[config.mk]
export PLATFORM = sky130hd
export DESIGN_NAME = rc_serial_frame_parser
export DESIGN_NICKNAME = d
export VERILOG_FILES = /design/src/rcsfp_pkg.sv /design/src/rcsfp_chan_mem.sv /design/src/rcsfp_parser.sv /design/src/rcsfp_burst.sv /design/src/rc_serial_frame_parser.sv
export SDC_FILE = /design/constraint.sdc
export NUM_CORES = 1
export LEC_CHECK = 0
export BUFFER_PORTS_ARGS = -buffer_cell sky130_fd_sc_hd__buf_2
export CORE_UTILIZATION = 45
export DETAILED_ROUTE_END_ITERATION = 16
export PLACE_DENSITY = 0.69
export SYNTH_ARGS = -nofsm -noshare
export SYNTH_HDL_FRONTEND = slang
export SYNTH_SLANG_ARGS = --single-unit
[constraint.sdc]
create_clock -name aclk -period 11.1 [get_ports aclk]
set_input_delay 2.22 -clock aclk [delete_from_list [all_inputs] [get_ports aclk]]
set_output_delay 2.22 -clock aclk [all_outputs]
set_load 0.05 [all_outputs]
[src/rcsfp_pkg.sv]
// Shared constants and types for the RC serial frame parser.
package rcsfp_pkg;

    localparam int BYTE_W     = 8;
    localparam int WORD_W     = 16;
    localparam int CHAN_IDX_W = 4;
    localparam int POS_W      = 5;
    localparam int CFG_IDX_W  = 8;

    localparam logic [BYTE_W-1:0] FRAME_LEN  = 8'd32;
    localparam logic [BYTE_W-1:0] FRAME_TYPE = 8'h40;

    localparam logic [POS_W-1:0] POS_LENGTH = 5'd0;
    localparam logic [POS_W-1:0] POS_TYPE   = 5'd1;
    localparam logic [POS_W-1:0] SUM_END    = 5'd30;
    localparam logic [POS_W-1:0] POS_LAST   = 5'd31;

    localparam logic [WORD_W-1:0] CSUM_INIT     = 16'hFFFF;
    localparam logic [WORD_W-1:0] MIN_PULSE_RST = 16'd1000;
    localparam logic [WORD_W-1:0] MAX_PULSE_RST = 16'd2000;

    localparam logic [CFG_IDX_W-1:0] REG_MIN_PULSE = 8'd0;
    localparam logic [CFG_IDX_W-1:0] REG_MAX_PULSE = 8'd1;

    typedef enum logic [2:0] {
        ST_OK       = 3'd0,
        ST_LENGTH   = 3'd1,
        ST_TYPE     = 3'd2,
        ST_RANGE    = 3'd3,
        ST_CHECKSUM = 3'd4
    } status_t;

    // Frame hand-off from the byte parser to the result burst engine.
    typedef struct packed {
        logic    start;
        logic    bank;
        status_t status;
    } burst_req_t;

endpackage

[src/rcsfp_chan_mem.sv]
// Channel word store: one write port, one registered read port.
module rcsfp_chan_mem #(
    parameter int ADDR_W = 5,
    parameter int DATA_W = 16
) (
    input  logic              aclk,
    input  logic              wr_en,
    input  logic [ADDR_W-1:0] wr_addr,
    input  logic [DATA_W-1:0] wr_data,
    input  logic              rd_en,
    input  logic [ADDR_W-1:0] rd_addr,
    output logic [DATA_W-1:0] rd_data
);

    logic [DATA_W-1:0] mem [2**ADDR_W];
    logic [DATA_W-1:0] rd_data_reg;

    always_ff @(posedge aclk) begin
        if (wr_en) begin
            mem[wr_addr] <= wr_data;
        end
    end

    // Hold the read data until the next read is issued.
    always_ff @(posedge aclk) begin
        if (rd_en) begin
            rd_data_reg <= mem[rd_addr];
        end
    end

    assign rd_data = rd_data_reg;

endmodule

[src/rcsfp_parser.sv]
// Byte parser: frame position, checksum, error tracking and channel word writes.
module rcsfp_parser #(
    parameter int CHANNELS = 14
) (
    input  logic                      aclk,
    input  logic                      aresetn,
    input  logic                      s_valid,
    output logic                      s_ready,
    input  logic [rcsfp_pkg::BYTE_W-1:0] s_rx_byte,
    input  logic [rcsfp_pkg::WORD_W-1:0] min_pulse,
    input  logic [rcsfp_pkg::WORD_W-1:0] max_pulse,
    input  logic                      burst_busy,
    output logic                      wr_en,
    output logic [rcsfp_pkg::CHAN_IDX_W:0] wr_addr,
    output logic [rcsfp_pkg::WORD_W-1:0] wr_data,
    output rcsfp_pkg::burst_req_t     burst_req
);

    logic [rcsfp_pkg::POS_W-1:0]  pos_reg, pos_next;
    logic [rcsfp_pkg::WORD_W-1:0] csum_reg, csum_next;
    logic [rcsfp_pkg::BYTE_W-1:0] low_reg, low_next;
    rcsfp_pkg::status_t           err_reg, err_next;
    logic                         bank_reg, bank_next;

    logic                         accept;
    logic [rcsfp_pkg::POS_W-1:0]  pos_sub;
    logic [rcsfp_pkg::CHAN_IDX_W-1:0] word_k;
    logic [rcsfp_pkg::WORD_W-1:0] word;
    logic                         is_word;
    logic                         word_checked;

    // Stall the closing byte until the previous burst has issued all reads.
    assign s_ready = !((pos_reg == rcsfp_pkg::POS_LAST) && burst_busy);
    assign accept  = s_valid && s_ready;

    assign pos_sub      = pos_reg - 5'd3;
    assign word_k       = pos_sub[rcsfp_pkg::POS_W-1:1];
    assign word         = {s_rx_byte, low_reg};
    assign is_word      = pos_reg[0] && (pos_reg > rcsfp_pkg::POS_TYPE)
                          && (pos_reg < rcsfp_pkg::SUM_END);
    assign word_checked = word_k < rcsfp_pkg::CHAN_IDX_W'(CHANNELS);

    assign wr_en   = accept && is_word && word_checked;
    assign wr_addr = {bank_reg, word_k};
    assign wr_data = word;

    always_comb begin
        pos_next  = pos_reg;
        csum_next = csum_reg;
        low_next  = low_reg;
        err_next  = err_reg;
        bank_next = bank_reg;
        burst_req = '{start: 1'b0, bank: bank_reg, status: err_reg};

        if (accept) begin
            pos_next = pos_reg + 5'd1;
            if (pos_reg < rcsfp_pkg::SUM_END) begin
                csum_next = csum_reg - {8'd0, s_rx_byte};
            end

            if (pos_reg == rcsfp_pkg::POS_LENGTH) begin
                if (s_rx_byte != rcsfp_pkg::FRAME_LEN && err_reg == rcsfp_pkg::ST_OK) begin
                    err_next = rcsfp_pkg::ST_LENGTH;
                end
            end else if (pos_reg == rcsfp_pkg::POS_TYPE) begin
                if (s_rx_byte != rcsfp_pkg::FRAME_TYPE && err_reg == rcsfp_pkg::ST_OK) begin
                    err_next = rcsfp_pkg::ST_TYPE;
                end
            end else if (!pos_reg[0]) begin
                low_next = s_rx_byte;
            end else if (is_word) begin
                if (word_checked && (word < min_pulse || word > max_pulse)
                        && err_reg == rcsfp_pkg::ST_OK) begin
                    err_next = rcsfp_pkg::ST_RANGE;
                end
            end else begin
                // Closing byte: settle the status, hand the frame over, restart.
                burst_req.start = 1'b1;
                if (word != csum_reg && err_reg == rcsfp_pkg::ST_OK) begin
                    burst_req.status = rcsfp_pkg::ST_CHECKSUM;
                end
                pos_next  = '0;
                csum_next = rcsfp_pkg::CSUM_INIT;
                low_next  = '0;
                err_next  = rcsfp_pkg::ST_OK;
                bank_next = !bank_reg;
            end
        end
    end

    always_ff @(posedge aclk) begin
        if (!aresetn) begin
            pos_reg  <= '0;
            csum_reg <= rcsfp_pkg::CSUM_INIT;
            low_reg  <= '0;
            err_reg  <= rcsfp_pkg::ST_OK;
            bank_reg <= 1'b0;
        end else begin
            pos_reg  <= pos_next;
            csum_reg <= csum_next;
            low_reg  <= low_next;
            err_reg  <= err_next;
            bank_reg <= bank_next;
        end
    end

endmodule

[src/rcsfp_burst.sv]
// Result burst engine: reads the frame's channel words and drives the result channel.
module rcsfp_burst #(
    parameter int CHANNELS = 14
) (
    input  logic                          aclk,
    input  logic                          aresetn,
    input  rcsfp_pkg::burst_req_t         burst_req,
    output logic                          busy,
    output logic                          rd_en,
    output logic [rcsfp_pkg::CHAN_IDX_W:0] rd_addr,
    input  logic [rcsfp_pkg::WORD_W-1:0]  rd_data,
    output logic                          m_valid,
    input  logic                          m_ready,
    output logic [rcsfp_pkg::CHAN_IDX_W-1:0] m_channel_index,
    output logic [rcsfp_pkg::WORD_W-1:0]  m_channel_value,
    output logic [2:0]                    m_frame_status,
    output logic                          m_last_of_frame
);

    localparam logic [rcsfp_pkg::CHAN_IDX_W-1:0] IDX_LAST =
        rcsfp_pkg::CHAN_IDX_W'(CHANNELS - 1);

    logic               busy_reg, busy_next;
    logic [rcsfp_pkg::CHAN_IDX_W-1:0] idx_reg, idx_next;
    logic               bank_reg, bank_next;
    rcsfp_pkg::status_t status_reg, status_next;

    // Read stage: memory data lines up with these
    logic               s1_vld_reg, s1_vld_next;
    logic [rcsfp_pkg::CHAN_IDX_W-1:0] s1_idx_reg;
    rcsfp_pkg::status_t s1_status_reg;

    logic               out_vld_reg, out_vld_next;
    logic [rcsfp_pkg::CHAN_IDX_W-1:0] out_idx_reg;
    logic [rcsfp_pkg::WORD_W-1:0] out_val_reg;
    rcsfp_pkg::status_t out_status_reg;
    logic               out_last_reg;

    logic               s1_move;

    assign s1_move = s1_vld_reg && (!out_vld_reg || m_ready);
    assign rd_en   = busy_reg && (!s1_vld_reg || s1_move);
    assign rd_addr = {bank_reg, idx_reg};
    assign busy    = busy_reg;

    always_comb begin
        busy_next   = busy_reg;
        idx_next    = idx_reg;
        bank_next   = bank_reg;
        status_next = status_reg;
        if (burst_req.start) begin
            busy_next   = 1'b1;
            idx_next    = '0;
            bank_next   = burst_req.bank;
            status_next = burst_req.status;
        end else if (rd_en) begin
            idx_next = idx_reg + 1'b1;
            if (idx_reg == IDX_LAST) begin
                busy_next = 1'b0;
            end
        end

        s1_vld_next = rd_en ? 1'b1 : (s1_move ? 1'b0 : s1_vld_reg);
        out_vld_next = s1_move ? 1'b1 : (m_ready ? 1'b0 : out_vld_reg);
    end

    always_ff @(posedge aclk) begin
        if (!aresetn) begin
            busy_reg    <= 1'b0;
            s1_vld_reg  <= 1'b0;
            out_vld_reg <= 1'b0;
        end else begin
            busy_reg    <= busy_next;
            s1_vld_reg  <= s1_vld_next;
            out_vld_reg <= out_vld_next;
        end
    end

    always_ff @(posedge aclk) begin
        idx_reg    <= idx_next;
        bank_reg   <= bank_next;
        status_reg <= status_next;
        if (rd_en) begin
            s1_idx_reg    <= idx_reg;
            s1_status_reg <= status_reg;
        end
        if (s1_move) begin
            out_idx_reg    <= s1_idx_reg;
            out_val_reg    <= rd_data;
            out_status_reg <= s1_status_reg;
            out_last_reg   <= (s1_idx_reg == IDX_LAST);
        end
    end

    assign m_valid         = out_vld_reg;
    assign m_channel_index = out_idx_reg;
    assign m_channel_value = out_val_reg;
    assign m_frame_status  = out_status_reg;
    assign m_last_of_frame = out_last_reg;

endmodule

[src/rc_serial_frame_parser.sv]
// Path: the closing byte starts a burst; each result passes the read stage and the output register.
// Throughput: a byte every cycle; the CHANNELS results of a frame follow at one per cycle,
// paced by the single read port of the channel store (two banks, one per frame in flight) and by m_ready.
// The closing byte of a frame waits only while the previous frame still has reads to issue.
// Reset: synchronous, active low; clears position, checksum, status, banks and valids,
// and loads min_pulse = 1000, max_pulse = 2000. The store itself is not cleared.
module rc_serial_frame_parser #(
    parameter int CHANNELS = 14
) (
    input  logic                              aclk,
    input  logic                              aresetn,
    input  logic                              s_valid,
    output logic                              s_ready,
    input  logic [rcsfp_pkg::BYTE_W-1:0]      s_rx_byte,
    output logic                              m_valid,
    input  logic                              m_ready,
    output logic [rcsfp_pkg::CHAN_IDX_W-1:0]  m_channel_index,
    output logic [rcsfp_pkg::WORD_W-1:0]      m_channel_value,
    output logic [2:0]                        m_frame_status,
    output logic                              m_last_of_frame,
    input  logic                              cfg_valid,
    output logic                              cfg_ready,
    input  logic [rcsfp_pkg::CFG_IDX_W-1:0]   cfg_index,
    input  logic [rcsfp_pkg::WORD_W-1:0]      cfg_data
);

    logic [rcsfp_pkg::WORD_W-1:0] min_pulse_reg, min_pulse_next;
    logic [rcsfp_pkg::WORD_W-1:0] max_pulse_reg, max_pulse_next;

    logic                         wr_en;
    logic [rcsfp_pkg::CHAN_IDX_W:0] wr_addr;
    logic [rcsfp_pkg::WORD_W-1:0] wr_data;
    logic                         rd_en;
    logic [rcsfp_pkg::CHAN_IDX_W:0] rd_addr;
    logic [rcsfp_pkg::WORD_W-1:0] rd_data;
    logic                         burst_busy;
    rcsfp_pkg::burst_req_t        burst_req;

    assign cfg_ready = 1'b1;

    always_comb begin
        min_pulse_next = min_pulse_reg;
        max_pulse_next = max_pulse_reg;
        if (cfg_valid) begin
            case (cfg_index)
                rcsfp_pkg::REG_MIN_PULSE: min_pulse_next = cfg_data;
                rcsfp_pkg::REG_MAX_PULSE: max_pulse_next = cfg_data;
                default: ;
            endcase
        end
    end

    always_ff @(posedge aclk) begin
        if (!aresetn) begin
            min_pulse_reg <= rcsfp_pkg::MIN_PULSE_RST;
            max_pulse_reg <= rcsfp_pkg::MAX_PULSE_RST;
        end else begin
            min_pulse_reg <= min_pulse_next;
            max_pulse_reg <= max_pulse_next;
        end
    end

    rcsfp_parser #(
        .CHANNELS (CHANNELS)
    ) u_parser (
        .aclk       (aclk),
        .aresetn    (aresetn),
        .s_valid    (s_valid),
        .s_ready    (s_ready),
        .s_rx_byte  (s_rx_byte),
        .min_pulse  (min_pulse_reg),
        .max_pulse  (max_pulse_reg),
        .burst_busy (burst_busy),
        .wr_en      (wr_en),
        .wr_addr    (wr_addr),
        .wr_data    (wr_data),
        .burst_req  (burst_req)
    );

    rcsfp_chan_mem #(
        .ADDR_W (rcsfp_pkg::CHAN_IDX_W + 1),
        .DATA_W (rcsfp_pkg::WORD_W)
    ) u_chan_mem (
        .aclk    (aclk),
        .wr_en   (wr_en),
        .wr_addr (wr_addr),
        .wr_data (wr_data),
        .rd_en   (rd_en),
        .rd_addr (rd_addr),
        .rd_data (rd_data)
    );

    rcsfp_burst #(
        .CHANNELS (CHANNELS)
    ) u_burst (
        .aclk            (aclk),
        .aresetn         (aresetn),
        .burst_req       (burst_req),
        .busy            (burst_busy),
        .rd_en           (rd_en),
        .rd_addr         (rd_addr),
        .rd_data         (rd_data),
        .m_valid         (m_valid),
        .m_ready         (m_ready),
        .m_channel_index (m_channel_index),
        .m_channel_value (m_channel_value),
        .m_frame_status  (m_frame_status),
        .m_last_of_frame (m_last_of_frame)
    );

endmodule
==> flow_metrics.tcl, run 1 <==
set metrics [dict create \
    cts_tree "built" \
    syn_avg_cell_area_sq_um 18.9 \
    period_share_pct 40.8 \
    grt_max_degree 54 \
    wirelength_mm 53.0 \
    wl_per_cell_um 22.9 \
    power.share.sequential_pct 45.3 \
    track_usage_pct 19.0 \
    min_path_type "reg2reg" \
    grt-ovfl-total 0 \
    diodes 0 \
    ios 64 \
    final_cell_mix "563 x edfxtp_1, 160 x mux4_2, 71 x clkbuf_16" \
    rsz0062_at_grt "no" \
    route.detailed.drc 0 \
    core-area_sq_um 55500 \
    synthArstFlopShare_pct 0 \
    synth-edff-count 563 \
    clk_pin_slew_worst_paths_ns 0.06 \
    grt_first_pass_wirelength_mm 79.3 \
    yosysSeqAreaShare_pct 72.0 \
    vias 12800 \
    crit_type "reg2out" \
    switching_share_pct 24.3 \
    ctsRootBufferMaster "clkbuf_16" \
    relSlewSlack_pct 19.8 \
    finalNetCount 1601 \
    maxSlewViolCount 0 \
    syn_inst 1345 \
    design_area_sq_um 29300 \
    cts_buffers 69 \
    status "completed" \
    cp.required_ns 8.88 \
    postRouteAntennaNets 0 \
    worst-slew-pin-transition_ns 1.20 \
    period_needed_ns 4.53 \
    cts-resized-gates 0 \
    critPathCaptureType "output pin" \
    place_ws_ns 6.38 \
    p_leak_uw 0.00966 \
    p_clk_share_pct 37.9 \
    yosys_warnings 0 \
    dieArea_sq_um 57500 \
    first_pass_iters 6 \
    num_rows 86 \
    crit_fanout 11 \
    grt_pass1_vias 12800 \
    drive_above_1_share_pct 25.6 \
    ys.flop_type "edfxtp_1" \
    cts.sinks 634 \
    yosysTopAreaCell "edfxtp_1" \
    placed_area_sq_um 27000 \
    syn-cell-area_sq_um 25500 \
    port_buffers 62 \
    hold_buffers 0 \
    routed_via_density 5.51 \
    fin_worst_skew_ns 0.0230 \
    h-tree-depth 3 \
    dieHeight_um 240 \
    clk-insertion-delay-late_ns 0.61 \
    syn2layout_area_growth_pct 15.0 \
    hold_viol_final 0 \
    start_util_pct 45.9 \
    irDropWorstVdd_uv 109 \
    fin_total_pwr_uw 6010 \
    setup-violations-final 0 \
    hold_ws_ns 0.415 \
    max_freq_mhz 221 \
    cts_setup_buffers 0 \
    netSwitchingPower_uw 1460 \
    synth_area_leaders "edfxtp_1 66%, mux4_2 14%, dfxtp_1 5.6%, ha_1 2.2%, xnor2_1 1.0%" \
    largest_reg_flops 512 \
    maxCapViolations 0 \
    tns_ns 0 \
    layout_commonest_cell "edfxtp_1" \
    largest_register "u_chan_mem.mem" \
    powerDensity_nw_per_um2 205 \
    dp_hpwl_mm 29.9 \
    crit_path_start_kind "register" \
    synth_top_area_share_pct 66.4 \
    combPwrFrac_pct 16.8 \
    gp_congestion 0.816 \
    dieWidth_um 240 \
    worst_slack_ns 6.57 \
    antenna_found_initial 1 \
    drtIter0Drc 899 \
    synth.distinct_cells 50 \
    ys_ff_latch 634 \
    p_int_uw 4550 \
    clockBufferDepth 3 \
    worstPathArrival_ns 2.31 \
]
==> through the flow <==
step | util, % | instances
4_1_cts | 52.7 | 2319
3_5_place_dp | 48.6 | 2195
3_3_place_gp | 48.6 | 2195
2_1_floorplan | - | 1408
6_report | 52.7 | 2319
5_1_grt | 52.7 | 2319
==> cell type report <==
cell class                      instances  area [sq um]
Tap cell                              748           936
Clock buffer                           87          1880
Multi-Input combinational cell        661          6920
Timing Repair Buffer                  105           633
Clock inverter                         37           395
Sequential cell                       634         18300
Inverter                               47           176
Fill cell                            4389         26300
==> final timing paths <==
check,to,cells past startpoint,slack [ns],startpoint
worst min-delay path,u_burst.m_channel_value[0],0,0.42,u_chan_mem.rd_data[0]
worst max-delay path,s_ready,5,6.57,u_parser.pos_reg[0]
worst min register to register,u_burst.m_channel_value[0],0,0.42,u_chan_mem.rd_data[0]
worst max register to register,u_chan_mem.rd_data[15],5,7.13,u_burst.idx_reg[0]
==> kinds of logic (layout without fill, tap and decap cells) <==
group	after synthesis	in the layout	share of synthesized area, %
other	2	65	0.0295
XOR/XNOR	37	37	1.27
AND/OR/NAND/NOR	218	218	4.26
buffers and inverters	113	276	1.91
multiplexers	202	202	15.9
flip-flops	634	634	72.0
AO/OA/AOI/OAI	93	93	2.38
adder cells (fa/ha/maj)	46	46	2.29
==> worst max-delay path: stages (launching register included) <==
cell	delay (ns)
dfxtp_1	0.54
ha_1	0.46
and3_1	0.22
ha_1	0.16
nand2_1	0.11
buf_2	0.23
==> synth_stat cells, types with 18 or more instances <==
library cell / n
xnor2_1: 30
mux2i_1: 26
inv_1: 47
nand2_1: 68
ha_1: 45
nand3_1: 18
edfxtp_1: 563
dfxtp_1: 71
nor2b_1: 27
clkbuf_1: 33
nor2_1: 39
a21oi_1: 27
mux4_2: 160
==> per-layer routing <==
layer,up-vias,wire (um),GRT usage [%]
li1,5655,-,-
met1,6606,22900,25.9
met2,414,25800,31.2
met3,94,3110,3.47
met4,0,1300,5.79
met5,-,0,0
==> power by group through the flow <==
stage	sequential, uW	combinational [uW]	clock (uW)
finish	2720	1010	2280
global route	2730	1080	2400
CTS	2720	1030	2320
detailed placement	2770	1030	0
global placement	2770	1010	0
floorplan	2710	825	0
Power figures use the tool's default switching activity.
==> inputs of run 2 (changes only) <==
==> constraint.sdc (replaced) <==
create_clock -name aclk -period 4.35 [get_ports aclk]
set_input_delay 0.87 -clock aclk [delete_from_list [all_inputs] [get_ports aclk]]
set_output_delay 0.87 -clock aclk [all_outputs]
set_load 0.05 [all_outputs]
==> run 2 against run 1 <==
Against the previous run: clock-buffer cell count is 2 higher; clock power is 120% higher; global-route usage is 0.42 points higher; largest power group unchanged.
==> flow_metrics.tcl, run 2 (same netlist as run 1, synthesis figures left out) <==
set metrics [dict create \
    placed_area_sq_um 27200 \
    p_int_uw 11000 \
    cts.sinks 634 \
    hold_viol_final 0 \
    design_area_sq_um 29100 \
    crit_path_start_kind "register" \
    grt_first_pass_wirelength_mm 81.5 \
    finalNetCount 1606 \
    crit_fanout 11 \
    period_needed_ns 3.60 \
    ctsRootBufferMaster "clkbuf_16" \
    core-area_sq_um 55500 \
    gp_congestion 0.880 \
    wirelength_mm 53.8 \
    largest_reg_flops 512 \
    h-tree-depth 2 \
    startpoint "u_parser.pos_reg[0]" \
    clk_pin_slew_worst_paths_ns 0.06 \
    irDropWorstVdd_uv 334 \
    holdPathStages 0 \
    r2r_cells 9 \
    first_pass_iters 5 \
    grt_max_degree 54 \
    powerDensity_nw_per_um2 504 \
    final_core_util_pct 52.4 \
    drive_above_1_share_pct 25.0 \
    reg2reg_to "u_chan_mem.mem[12][6]" \
    relSlewSlack_pct 32.1 \
    fillers 4445 \
    port_buffers 62 \
    start_util_pct 45.9 \
    setup-violations-final 0 \
    hold_end "u_burst.m_channel_value[15]" \
    vias 12700 \
    cts-resized-gates 0 \
    netSwitchingPower_uw 3640 \
    cts_setup_buffers 0 \
    grt-ovfl-total 0 \
    clk-insertion-delay-late_ns 0.63 \
    p_clk_share_pct 34.4 \
    status "completed" \
    ios 64 \
    clockBufferDepth 3 \
    max_freq_mhz 278 \
    largest_register "u_chan_mem.mem" \
    cp.required_ns 4.67 \
    hold_ws_ns 0.422 \
    cts_tree "built" \
    tns_ns 0 \
    layout_commonest_cell "edfxtp_1" \
    switching_share_pct 24.9 \
    maxSlewViolCount 0 \
    hp-start "u_chan_mem.rd_data[15]" \
    worst-slew-pin-transition_ns 1.02 \
    power.share.sequential_pct 47.5 \
    crit_type "reg2reg" \
    r2r_slack_ns 0.75 \
    route.detailed.drc 0 \
    dp_hpwl_mm 31.8 \
    dieWidth_um 240 \
    dieArea_sq_um 57500 \
    num_rows 86 \
    dieHeight_um 240 \
    maxCapViolations 0 \
    worstPathArrival_ns 3.92 \
    routed_via_density 5.48 \
    hold_buffers 0 \
    wl_per_cell_um 23.2 \
    fin_worst_skew_ns 0.0208 \
    final_cell_mix "563 x edfxtp_1, 160 x mux4_2, 68 x nand2_1" \
    period_share_pct 82.7 \
    diodes 0 \
    rsz0062_at_grt "no" \
    track_usage_pct 19.4 \
    timing.rr.start "u_parser.pos_reg[0]" \
    postRouteAntennaNets 0 \
    grt_pass1_vias 13200 \
    cts_buffers 61 \
    syn2layout_area_growth_pct 14.2 \
    p_leak_uw 0.00956 \
    min_path_type "reg2reg" \
    drtIter0Drc 1024 \
    antenna_found_initial 0 \
    combPwrFrac_pct 18.1 \
    critPathCaptureType "register" \
]
## run 2: cell count changes in the layout (fill, tap and decap cells not counted), moves of 2 or more
cell | before | now
buf_12 | 0 | 7
buf_4 | 43 | 49
bufinv_16 | 7 | 3
clkbuf_1 | 12 | 25
clkbuf_16 | 71 | 62
clkbuf_8 | 4 | 2
clkinv_1 | 9 | 7
clkinv_4 | 2 | 0
inv_6 | 3 | 1
## run 2: how the worst max path moves through the flow
stage | endpoint | depth (start not counted)
final | u_chan_mem.mem[12][6] | 9
after global routing | u_chan_mem.mem[12][6] | 9
after CTS | u_chan_mem.mem[12][15] | 9
after detailed placement | u_chan_mem.mem[12][9] | 9
after global placement | u_chan_mem.mem[12][6] | 9
after floorplan | u_chan_mem.mem[13][0] | 9
## run 2: power groups by stage
stage	registers, uW	clock network [uW]	logic, uW
4_1_cts	6980	5130	2690
2_1_floorplan	6920	0	2110
3_3_place_gp	7090	0	2660
5_1_grt	6990	5360	2840
6_report	6970	5040	2650
3_5_place_dp	7100	0	2680
## run 2: area by class of cell
cell class	count	area, sq um	area share [%]
clock buffer	89	1670	5.75
inverter	47	176	0.607
sequential	634	18300	63.1
tap	748	936	3.22
clock inverter	25	224	0.770
timing repair buffer	118	818	2.81
multi-input combinational	661	6920	23.8
## run 2: metrics by stage
| step | setup slack [ns] | power, uW | std cells |
|---|---|---|---|
| finish | 0.752 | 14700 | 2322 |
| global placement | 0.932 | 9750 | 2208 |
| detailed placement | 0.776 | 9780 | 2208 |
| floorplan | 0.316 | 9020 | 1408 |
| CTS | 0.763 | 14800 | 2322 |
| global route | 0.556 | 15200 | 2322 |
## run 2: worst max-delay path, stage by stage (launching register included)
cell and delay (ns):
dfxtp_1 0.40, ha_1 0.37, and3_1 0.24, ha_1 0.17
nand2_1 0.10, nand2_1 0.11, nor4b_2 0.55, nand2_1 0.31
nor3_2 0.72, buf_4 0.32
## run 2: layer usage
layer	track usage [%]	up-vias	part of all wire, %
met5	0	-	0
met4	5.75	0	2.5
met3	3.54	79	6.5
met2	31.7	391	48
met1	26.8	6598	43
li1	-	5657	-
